==> config.mk <==
export PLATFORM = sky130hd
export DESIGN_NAME = bhq_ctrl
export DESIGN_NICKNAME = d
export VERILOG_FILES = /design/src/rtl/bhq_pkg.sv /design/src/rtl/bhq_ctrl.sv
export SDC_FILE = /design/constraint.sdc
export NUM_CORES = 1
export LEC_CHECK = 0
export BUFFER_PORTS_ARGS = -buffer_cell sky130_fd_sc_hd__buf_4
export CAP_MARGIN = 30
export CORE_MARGIN = 2
export CORE_UTILIZATION = 30
export DETAILED_ROUTE_END_ITERATION = 8
export GPL_TIMING_DRIVEN = 0
export PLACE_DENSITY = 0.59
export SLEW_MARGIN = 20
export SYNTH_ARGS = -nofsm -noshare
export SYNTH_HDL_FRONTEND = slang
export SYNTH_SLANG_ARGS = --single-unit
==> constraint.sdc <==
create_clock -name clk -period 9.9 [get_ports clk]
set_clock_uncertainty 0.1 [all_clocks]
set_input_delay 0.99 -clock clk [delete_from_list [all_inputs] [get_ports clk]]
set_output_delay 0.99 -clock clk [all_outputs]
set_load 0.01 [all_outputs]
==> src/rtl/bhq_pkg.sv <==
// ----------------------------------------------------------------------------
// bhq_pkg
// Shared types, codes and the ordering function of the binary min-heap queue.
// ----------------------------------------------------------------------------
package bhq_pkg;

  localparam int SCORE_W = 10;
  localparam int DEPTH_W = 10;
  localparam int DIR_W   = 2;
  localparam int TAG_W   = 16;
  localparam int STAT_W  = 2;
  localparam int FILL_W  = 9;

  // Request codes
  localparam logic REQ_PUSH = 1'b0;
  localparam logic REQ_POP  = 1'b1;

  // Status codes
  localparam logic [STAT_W-1:0] STAT_OK    = 2'd0;
  localparam logic [STAT_W-1:0] STAT_EMPTY = 2'd1;
  localparam logic [STAT_W-1:0] STAT_FULL  = 2'd2;

  // One heap entry, packed as score, depth, dir, tag from the top down
  typedef struct packed {
    logic [SCORE_W-1:0] score;
    logic [DEPTH_W-1:0] depth;
    logic [DIR_W-1:0]   dir;
    logic [TAG_W-1:0]   tag;
  } entry_t;

  // One result as handed from the controller to the output stage
  typedef struct packed {
    entry_t             entry;
    logic [STAT_W-1:0]  status;
    logic [FILL_W-1:0]  fill;
  } res_t;

  // Strict ordering on score, then depth, then dir; tag takes no part
  function automatic logic key_less(entry_t a, entry_t b);
    return {a.score, a.depth, a.dir} < {b.score, b.depth, b.dir};
  endfunction

endpackage

==> src/rtl/bhq_ctrl.sv <==
// ----------------------------------------------------------------------------
// bhq_ctrl
// Sequencer for push (sift up) and pop (sift down) over the heap memory.
// ----------------------------------------------------------------------------
module bhq_ctrl import bhq_pkg::*; #(
  parameter int CAPACITY = 256,
  parameter int AW       = 8,
  parameter int CW       = 9
) (
  input  logic          clk,
  input  logic          rst_n,
  input  logic          in_valid,
  output logic          in_ready,
  input  logic          in_type,
  input  entry_t        in_entry,
  output logic          res_valid,
  input  logic          res_ready,
  output res_t          res,
  output logic          mem_we,
  output logic [AW-1:0] mem_waddr,
  output entry_t        mem_wdata,
  output logic [AW-1:0] mem_ra_addr,
  output logic [AW-1:0] mem_rb_addr,
  input  entry_t        mem_ra_data,
  input  entry_t        mem_rb_data
);

  typedef enum logic [5:0] {
    S_IDLE  = 6'b000001,
    S_POP   = 6'b000010,
    S_UP    = 6'b000100,
    S_DN    = 6'b001000,
    S_PLACE = 6'b010000,
    S_DONE  = 6'b100000
  } state_t;

  state_t            state_r, state_nxt;
  logic [CW-1:0]     count_r, count_nxt;
  logic [AW-1:0]     pos_r, pos_nxt;
  entry_t            entry_r, entry_nxt;
  entry_t            got_r, got_nxt;
  logic [STAT_W-1:0] status_r, status_nxt;

  logic [CW:0]       kid_w;
  logic [CW:0]       kid_nxt_w;
  logic              right_ok;
  logic              left_less;
  logic              right_less;
  entry_t            cur_best;
  logic [CW+8:0]     fill_ext;

  function automatic logic [AW-1:0] parent_of(logic [AW-1:0] p);
    logic [AW-1:0] pm1;
    pm1 = p - AW'(1);
    return pm1 >> 1;
  endfunction

  function automatic logic [CW:0] kid_of(logic [AW-1:0] p);
    return (CW+1)'({p, 1'b1});
  endfunction

  assign in_ready = (state_r == S_IDLE);

  // Children of the current hole, from the registered memory read
  assign kid_w      = kid_of(pos_r);
  assign right_ok   = (kid_w + (CW+1)'(1)) < {1'b0, count_r};
  assign left_less  = key_less(mem_ra_data, entry_r);
  assign cur_best   = left_less ? mem_ra_data : entry_r;
  assign right_less = right_ok && key_less(mem_rb_data, cur_best);

  always_comb begin
    state_nxt  = state_r;
    count_nxt  = count_r;
    pos_nxt    = pos_r;
    entry_nxt  = entry_r;
    got_nxt    = got_r;
    status_nxt = status_r;
    mem_we     = 1'b0;
    mem_waddr  = pos_r;
    mem_wdata  = entry_r;
    res_valid  = 1'b0;
    case (state_r)
      S_IDLE: begin
        if (in_valid) begin
          got_nxt    = '0;
          status_nxt = STAT_OK;
          if (in_type == REQ_PUSH) begin
            if (count_r >= CW'(CAPACITY)) begin
              status_nxt = STAT_FULL;
              state_nxt  = S_DONE;
            end else begin
              entry_nxt = in_entry;
              pos_nxt   = count_r[AW-1:0];
              count_nxt = count_r + CW'(1);
              state_nxt = (count_r == '0) ? S_PLACE : S_UP;
            end
          end else begin
            if (count_r == '0) begin
              status_nxt = STAT_EMPTY;
              state_nxt  = S_DONE;
            end else begin
              count_nxt = count_r - CW'(1);
              state_nxt = S_POP;
            end
          end
        end
      end
      S_POP: begin
        // root and last entry arrive together
        got_nxt   = mem_ra_data;
        entry_nxt = mem_rb_data;
        pos_nxt   = '0;
        if (count_r == '0) begin
          state_nxt = S_DONE;
        end else if (kid_of('0) >= {1'b0, count_r}) begin
          state_nxt = S_PLACE;
        end else begin
          state_nxt = S_DN;
        end
      end
      S_UP: begin
        mem_we = 1'b1;
        if (key_less(entry_r, mem_ra_data)) begin
          // move the parent down into the hole
          mem_wdata = mem_ra_data;
          pos_nxt   = parent_of(pos_r);
          state_nxt = (parent_of(pos_r) == '0) ? S_PLACE : S_UP;
        end else begin
          state_nxt = S_DONE;
        end
      end
      S_DN: begin
        mem_we = 1'b1;
        if (right_less || left_less) begin
          // move the smaller child up into the hole
          mem_wdata = right_less ? mem_rb_data : mem_ra_data;
          pos_nxt   = right_less ? AW'(kid_w + (CW+1)'(1)) : kid_w[AW-1:0];
          state_nxt = (kid_of(pos_nxt) >= {1'b0, count_r}) ? S_PLACE : S_DN;
        end else begin
          state_nxt = S_DONE;
        end
      end
      S_PLACE: begin
        mem_we    = 1'b1;
        state_nxt = S_DONE;
      end
      S_DONE: begin
        res_valid = 1'b1;
        if (res_ready) begin
          state_nxt = S_IDLE;
        end
      end
      default: begin
        state_nxt = S_IDLE;
      end
    endcase
  end

  // Read addresses follow the next hole position; reads never hit the
  // entry written in the same cycle, so no forwarding is needed.
  assign kid_nxt_w = kid_of(pos_nxt);

  always_comb begin
    mem_ra_addr = parent_of(pos_nxt);
    mem_rb_addr = count_nxt[AW-1:0];
    case (state_nxt)
      S_POP: begin
        mem_ra_addr = '0;
        mem_rb_addr = count_nxt[AW-1:0];
      end
      S_DN: begin
        mem_ra_addr = kid_nxt_w[AW-1:0];
        mem_rb_addr = kid_nxt_w[AW-1:0] + AW'(1);
      end
      default: begin
        mem_ra_addr = parent_of(pos_nxt);
        mem_rb_addr = count_nxt[AW-1:0];
      end
    endcase
  end

  always_ff @(posedge clk) begin
    if (!rst_n) begin
      state_r <= S_IDLE;
      count_r <= '0;
    end else begin
      state_r <= state_nxt;
      count_r <= count_nxt;
    end
  end

  always_ff @(posedge clk) begin
    pos_r    <= pos_nxt;
    entry_r  <= entry_nxt;
    got_r    <= got_nxt;
    status_r <= status_nxt;
  end

  assign fill_ext   = (CW+9)'(count_r);
  assign res.entry  = got_r;
  assign res.status = status_r;
  assign res.fill   = fill_ext[8:0];

endmodule

==> out/results.txt, run 1 <==
post-synthesis simple-gate area fraction: 0.206
warnings from Yosys: 0
RSZ-0062 raised after global routing: no
Worst Setup SP: mem_ra_data[35]
Int Pwr: 0.00188 W
core area: 26800 µm²
Buffers on Ports: 231
share of cells above drive strength 1: 0.237
multiplexer share of the synthesized area: 0.0410
Final Hold Fails: 0
Initial DRT Pass Iterations: 7
DR iter-0 viols: 771
residual overflow from global routing: 0
min-delay src: count_r[7]
CP max stage delay: 0.52 ns
# IOs: 233
post-synth top area share: 0.288
chip height: 169 µm
synthesis-stage register bit count: 101
vias in the first global route: 8278
P_leak: 4.80 nW
fill cell count: 2757
Post-DP Area: 10300 µm²
CTS root buf: clkbuf_16
first-pass GRT wire length: 47200 µm
endpoints failing setup: 0
Critical Path Source Type: primary input
Comb pwr share: 0.704
H-tree depth: 3
sequential power share: 0.199
area of the multi-input gates: 4950 µm²
cell at the slowest stage of the critical path: a2111o_1
Top FF cell, synth: edfxtp_1
Crit path required time: 8.81 ns
cell family with most CP delay: compound AO/OA/AOI/OAI gates
crit path time final: 9.38 ns
nets@finish: 1410
Post-Synthesis Cells: 975
syn nets: 1160
Mean Syn Cell Area: 8.33 µm²
Vias/cell: 5.47
ys async rst share: 0
Clk Latency, worst-skew pair: 0.37 ns
ANT cells: 0
post-route ant nets: 0
combinational family with the most area after synthesis: compound AO/OA/AOI/OAI gates
mapped cell area: 8120 µm²
fin area: 10700 µm²
Final Non-Filler Cells: 1571
Initial Util: 0.303
FP Rows: 60
worst slew pin tran: 0.899 ns
Placed Cells: 1549
Max Slew Vio Count: 0
sw frac: 0.498
CTS clk-pin slew, worst paths: 0.08 ns
CTS Buf Count: 9
clock tree buffer depth: 2
Yosys cell types: 74
Max Cap Viol: 0
gr usage total: 0.216
clk sink count: 101
kind of critical path: in2out
Final Cycle Share: 0.947
DP HPWL: 24400 µm
Slew HR: 0.399
top cells by area, synth: edfxtp_1 (29%), ha_1 (10%), nand2_1 (7.7%)
Clock Power Share: 0.096
Post-Synth XOR/XNOR Area: 0.0334
Routed WL per cell: 20.0 µm
f_max: 107 MHz
compound-cell area share of the yosys netlist: 0.220
P_sw: 0.00187 W
HP Class: reg2reg
post-synthesis sequential area ratio: 0.345
die outline width: 169 µm
Bufs and invs on worst path: 8
via count: 8598
total routed wirelength: 31400 µm
largest net degree at the start of global routing: 39
VDD IR max: 266 µV
TritonCTS clock tree: built
synthesis-to-finish area growth: 32.0%
CP Capture Type: output port
status: complete, no violations
Critical Path AT: 8.29 ns
EDFF count, synth: 78
antenna violations before repair: 0
dominant cell type by area after synthesis: edfxtp_1
pwr dens: 350 nW/µm²
GPL Wtd Cong: 0.912
fraction of the mapped netlist area in adder cells: 0.102
Crit Path Max Fanout: 22
DRC viols: 0
worst flop-to-flop path startpoint: entry_r[35]
die area: 28400 µm²
FF+latch area: 2800 µm²
-- metrics by stage --
step	total power, W	hold WS, ns	util	worst slack, ns	setup TNS [ns]
3_5_place_dp	0.00329	0.538	0.385	-1.56	-20.93
4_1_cts	0.00368	0.562	0.397	0.0525	0
6_report	0.00375	0.566	0.400	0.524	0
5_1_grt	0.00403	0.604	0.400	0.126	0
3_3_place_gp	0.00328	0.530	0.384	-1.45	-19.17
2_1_floorplan	0.00231	0.494	-	0.971	0
-- flip-flops by register name, indices dropped and copies added (netlist names) --
name and flops:
entry_r 38, mem_waddr 8, res 38, status_r 2, state_r 6, count_r 9
-- placed cells by master, fill, tap and decap left out, types with 6 or more instances in the layout --
| cell type | count |
|---|---|
| nand3_1 | 18 |
| o21a_1 | 10 |
| a211oi_1 | 7 |
| mux2i_1 | 31 |
| a31oi_1 | 8 |
| o211ai_1 | 7 |
| a222oi_1 | 15 |
| clkbuf_16 | 9 |
| edfxtp_1 | 78 |
| and2_1 | 20 |
| xnor2_1 | 22 |
| buf_2 | 6 |
| inv_1 | 59 |
| a22oi_1 | 29 |
| nor3_1 | 19 |
| buf_1 | 7 |
| clkbuf_1 | 38 |
| nand2_1 | 166 |
| o21ai_0 | 66 |
| nand4_1 | 11 |
| xor2_1 | 9 |
| a21oi_1 | 59 |
| dfxtp_1 | 23 |
| nor2_1 | 89 |
| nor4_1 | 8 |
| buf_4 | 236 |
| ha_1 | 66 |
-- routing by layer --
layer | wire length, µm | global-route usage | up-vias | share of wire
met3 | 2160 | 0.0355 | 55 | 0.069
li1 | - | - | 4076 | -
met5 | 0 | 0 | - | 0
met2 | 14700 | 0.361 | 374 | 0.47
met1 | 13500 | 0.277 | 4093 | 0.43
met4 | 986 | 0.0892 | 0 | 0.031
-- what timing repair did --
item                                   CTS  global route
endpoints found under the hold margin    0             0
setup buffers                            0             4
pin swaps                                0             2
resized for setup                       11            11
setup endpoints to repair               16            15
hold buffers                             0             0
-- final timing paths --
| check | endpoint | slack, ns | cells after the start |
|---|---|---|---|
| max | mem_ra_addr[6] | 0.52 | 32 |
| min | count_r[7] | 0.57 | 2 |
| max reg2reg | state_r[3] | 2.85 | 27 |
| min reg2reg | count_r[7] | 0.57 | 2 |
-- power groups by stage --
stage                     sequential, W  combinational, W  clock, W
after global routing           0.000762           0.00289  0.000380
after detailed placement       0.000751           0.00254         0
after CTS                      0.000744           0.00257  0.000367
final                          0.000746           0.00264  0.000361
after global placement         0.000760           0.00252         0
after floorplan                0.000771           0.00154         0
-- tightest hold or removal path: stages, from the launching register on --
cell and delay, ns:
dfxtp_1 0.38, xnor2_1 0.18, nor2_1 0.08
-- final cells by class --
class,count,share of cell area
multi-input combinational,759,0.462
buffer,50,0.0186
timing repair buffer,241,0.169
tap,341,0.0398
inverter,63,0.0223
clock inverter,7,0.00514
sequential,101,0.262
clock buffer,9,0.0210
-- synthesized netlist by cell type, types with 7 or more instances --
cell type,number
a211oi_1,8
a21oi_1,60
a222oi_1,15
a22oi_1,29
a31oi_1,8
and2_1,20
buf_1,10
clkbuf_1,39
dfxtp_1,23
edfxtp_1,78
ha_1,66
inv_1,59
mux2i_1,31
nand2_1,167
nand3_1,18
nand4_1,11
nor2_1,89
nor3_1,20
nor4_1,10
o211ai_1,7
o21a_1,11
o21ai_0,66
xnor2_1,22
xor2_1,9
-- cells by family (layout without fill, tap and decap cells) --
logic type	count (synthesis)	after routing
xor+xnor	31	31
mux	33	33
fa+ha+maj	66	66
flops	101	101
compound gates	259	259
buf+inv	115	370
simple gates	370	370
Note: power is estimated with default switching activity, not from simulation.
==> run 2, diff against run 1 <==
- CELL_PAD_IN_SITES_DETAIL_PLACEMENT: default -> 0
- CELL_PAD_IN_SITES_GLOBAL_PLACEMENT: default -> 1
- PLACE_DENSITY: 0.59 -> 0.74
==> run 2 against run 1 <==
Compared with the run above: core utilization decreased by 0.14 points; non-clock buffer count decreased by 6; via count is 1.1% lower; total power down 0.49%; combinational power is essentially flat; clock power increased by 1%; cell area decreased by 0.36%; global-route usage rose by 0.33 points; sequential power fell by 0.5%; count of clock-buffer cells in the layout unchanged.
==> out/results.txt, run 2 (synthesized netlist as in run 1, its figures left out) <==
vias in the first global route: 8061 (-2.6%)
GPL Wtd Cong: 0.907 (-0.58%)
Max Slew Vio Count: 0 (unchanged)
CP Capture Type: output port
first-pass GRT wire length: 47500 µm (+0.51%)
endpoints failing setup: 0 (unchanged)
TritonCTS clock tree: built
post-route ant nets: 0 (unchanged)
CTS Buf Count: 9 (unchanged)
cell at the slowest stage of the critical path: a2111o_1
Crit path required time: 8.81 ns (about the same)
pwr dens: 349 nW/µm² (-0.13%)
core area: 26800 µm² (unchanged)
Crit Path Max Fanout: 19 (-14%)
most frequent cells in the layout: buf_4 (232), nand2_1 (166), nor2_1 (89), edfxtp_1 (78)
Slew HR: 0.374 (-0.0248)
Final Non-Filler Cells: 1565 (-0.38%)
total routed wirelength: 31800 µm (+1.3%)
via count: 8504 (-1.1%)
crit-path most repeated cell: ha_1
clock tree buffer depth: 2 (unchanged)
residual overflow from global routing: 0 (unchanged)
Critical Path AT: 8.48 ns (+0.19 ns)
antenna violations before repair: 0 (unchanged)
nets@finish: 1404 (-0.43%)
CTS clk-pin slew, worst paths: 0.07 ns (about the same)
Initial Util: 0.303 (unchanged)
DP HPWL: 24700 µm (+1.3%)
Placed Cells: 1549 (unchanged)
die outline width: 169 µm (unchanged)
Buffers on Ports: 231 (unchanged)
number of setup buffers added after CTS: 0 (unchanged)
# IOs: 233 (unchanged)
H-tree depth: 3 (unchanged)
CP max stage delay: 0.50 ns (-0.02 ns)
ANT cells: 0 (unchanged)
Final Cycle Share: 0.967 (+0.0195)
chip height: 169 µm (unchanged)
HP Class: reg2reg
Vias/cell: 5.43 (-0.71%)
Max Cap Viol: 0 (unchanged)
kind of critical path: in2out
FP Rows: 60 (unchanged)
gr usage total: 0.219 (+0.00335)
VDD IR max: 350 µV (+32%)
worst slew pin tran: 0.939 ns (+0.0406 ns)
clk sink count: 101 (unchanged)
crit path time final: 9.57 ns (+0.194 ns)
Initial DRT Pass Iterations: 9 (+2)
Clk Latency, worst-skew pair: 0.37 ns (about the same)
total chip power: 0.00373 W (-0.49%)
die area: 28400 µm² (unchanged)
share of cells above drive strength 1: 0.231 (-0.00538)
f_max: 104 MHz (-2.0%)
CTS root buf: clkbuf_16
Routed WL per cell: 20.3 µm (+1.7%)
DR iter-0 viols: 744 (-3.5%)
commonest non-fill, non-tap cell in the layout: buf_4
synthesis-to-finish area growth: 31.5%
P_leak: 4.77 nW (-0.67%)
status: complete, no violations
largest net degree at the start of global routing: 39 (unchanged)
Final Hold Fails: 0 (unchanged)
DRC viols: 0 (unchanged)
Critical Path Source Type: primary input
run 2: cell types whose count changed in the layout (fill, tap and decap cells not counted), sizes merged:
cell      previous run  this run
buf                250       243
clkinv               3         1
clkinvlp             1         3
clkbuf              50        51
run 2: critical path, delay by kind of cell:
kind | cells | cell delay, ns
compound gates | 12 | 2.67
simple gates | 7 | 1.97
buf+inv | 7 | 1.44
fa+ha+maj | 3 | 0.94
mux | 1 | 0.29
xor+xnor | 1 | 0.14
run 2: cell type report:
class                           count  area (µm²)
Multi-Input combinational cell    759        4940
Clock inverter                      7        65.1
Timing Repair Buffer              234        1770
Tap cell                          341         427
Clock buffer                        9         225
Inverter                           63         236
Buffer                             51         210
Fill cell                        2777       16100
Sequential cell                   101        2800
run 2: per-stage QoR:
step / setup TNS (ns) / hold WS [ns] / util / area (µm²) / setup WS [ns]
6_report: 0 / 0.538 / 0.398 / 10700 / 0.330
4_1_cts: 0 / 0.532 / 0.397 / 10600 / 0.0243
3_5_place_dp: -19.14 / 0.509 / 0.385 / 10300 / -1.47
2_1_floorplan: 0 / 0.494 / - / 8120 / 0.971
5_1_grt: -0.0136 / 0.566 / 0.398 / 10700 / -0.0136
3_3_place_gp: -20.98 / 0.509 / 0.384 / 10300 / -1.58
run 2: what timing repair did:
action	in CTS	in global routing
resized for setup	8	11
pin swaps	0	1
hold buffers	0	0
endpoints found under the setup margin	16	12
run 2: worst paths after layout:
check / startpoint / endpoint / slack (ns) / depth (start not counted)
worst min-delay path: count_r[7] / count_r[7] / 0.54 / 2
worst max register to register: entry_r[35] / state_r[3] / 2.52 / 27
worst max-delay path: mem_ra_data[35] / mem_ra_addr[4] / 0.33 / 31
worst min register to register: count_r[7] / count_r[7] / 0.54 / 2
run 2: per-layer routing:
layer / vias up / wire [µm] / track usage
met2: 371 / 14800 / 0.367
met5: - / 0 / 0
met1: 4031 / 14100 / 0.291
li1: 4058 / - / -
met4: 0 / 899 / 0.0783
met3: 44 / 2040 / 0.0285
run 2: power by group:
group	total, W	internal, W	switching (W)	leakage [nW]
combinational	0.00262	0.00103	0.00159	3.69
sequential	0.000742	0.000646	0.0000965	0.940
clock	0.000366	0.000177	0.000189	0.134
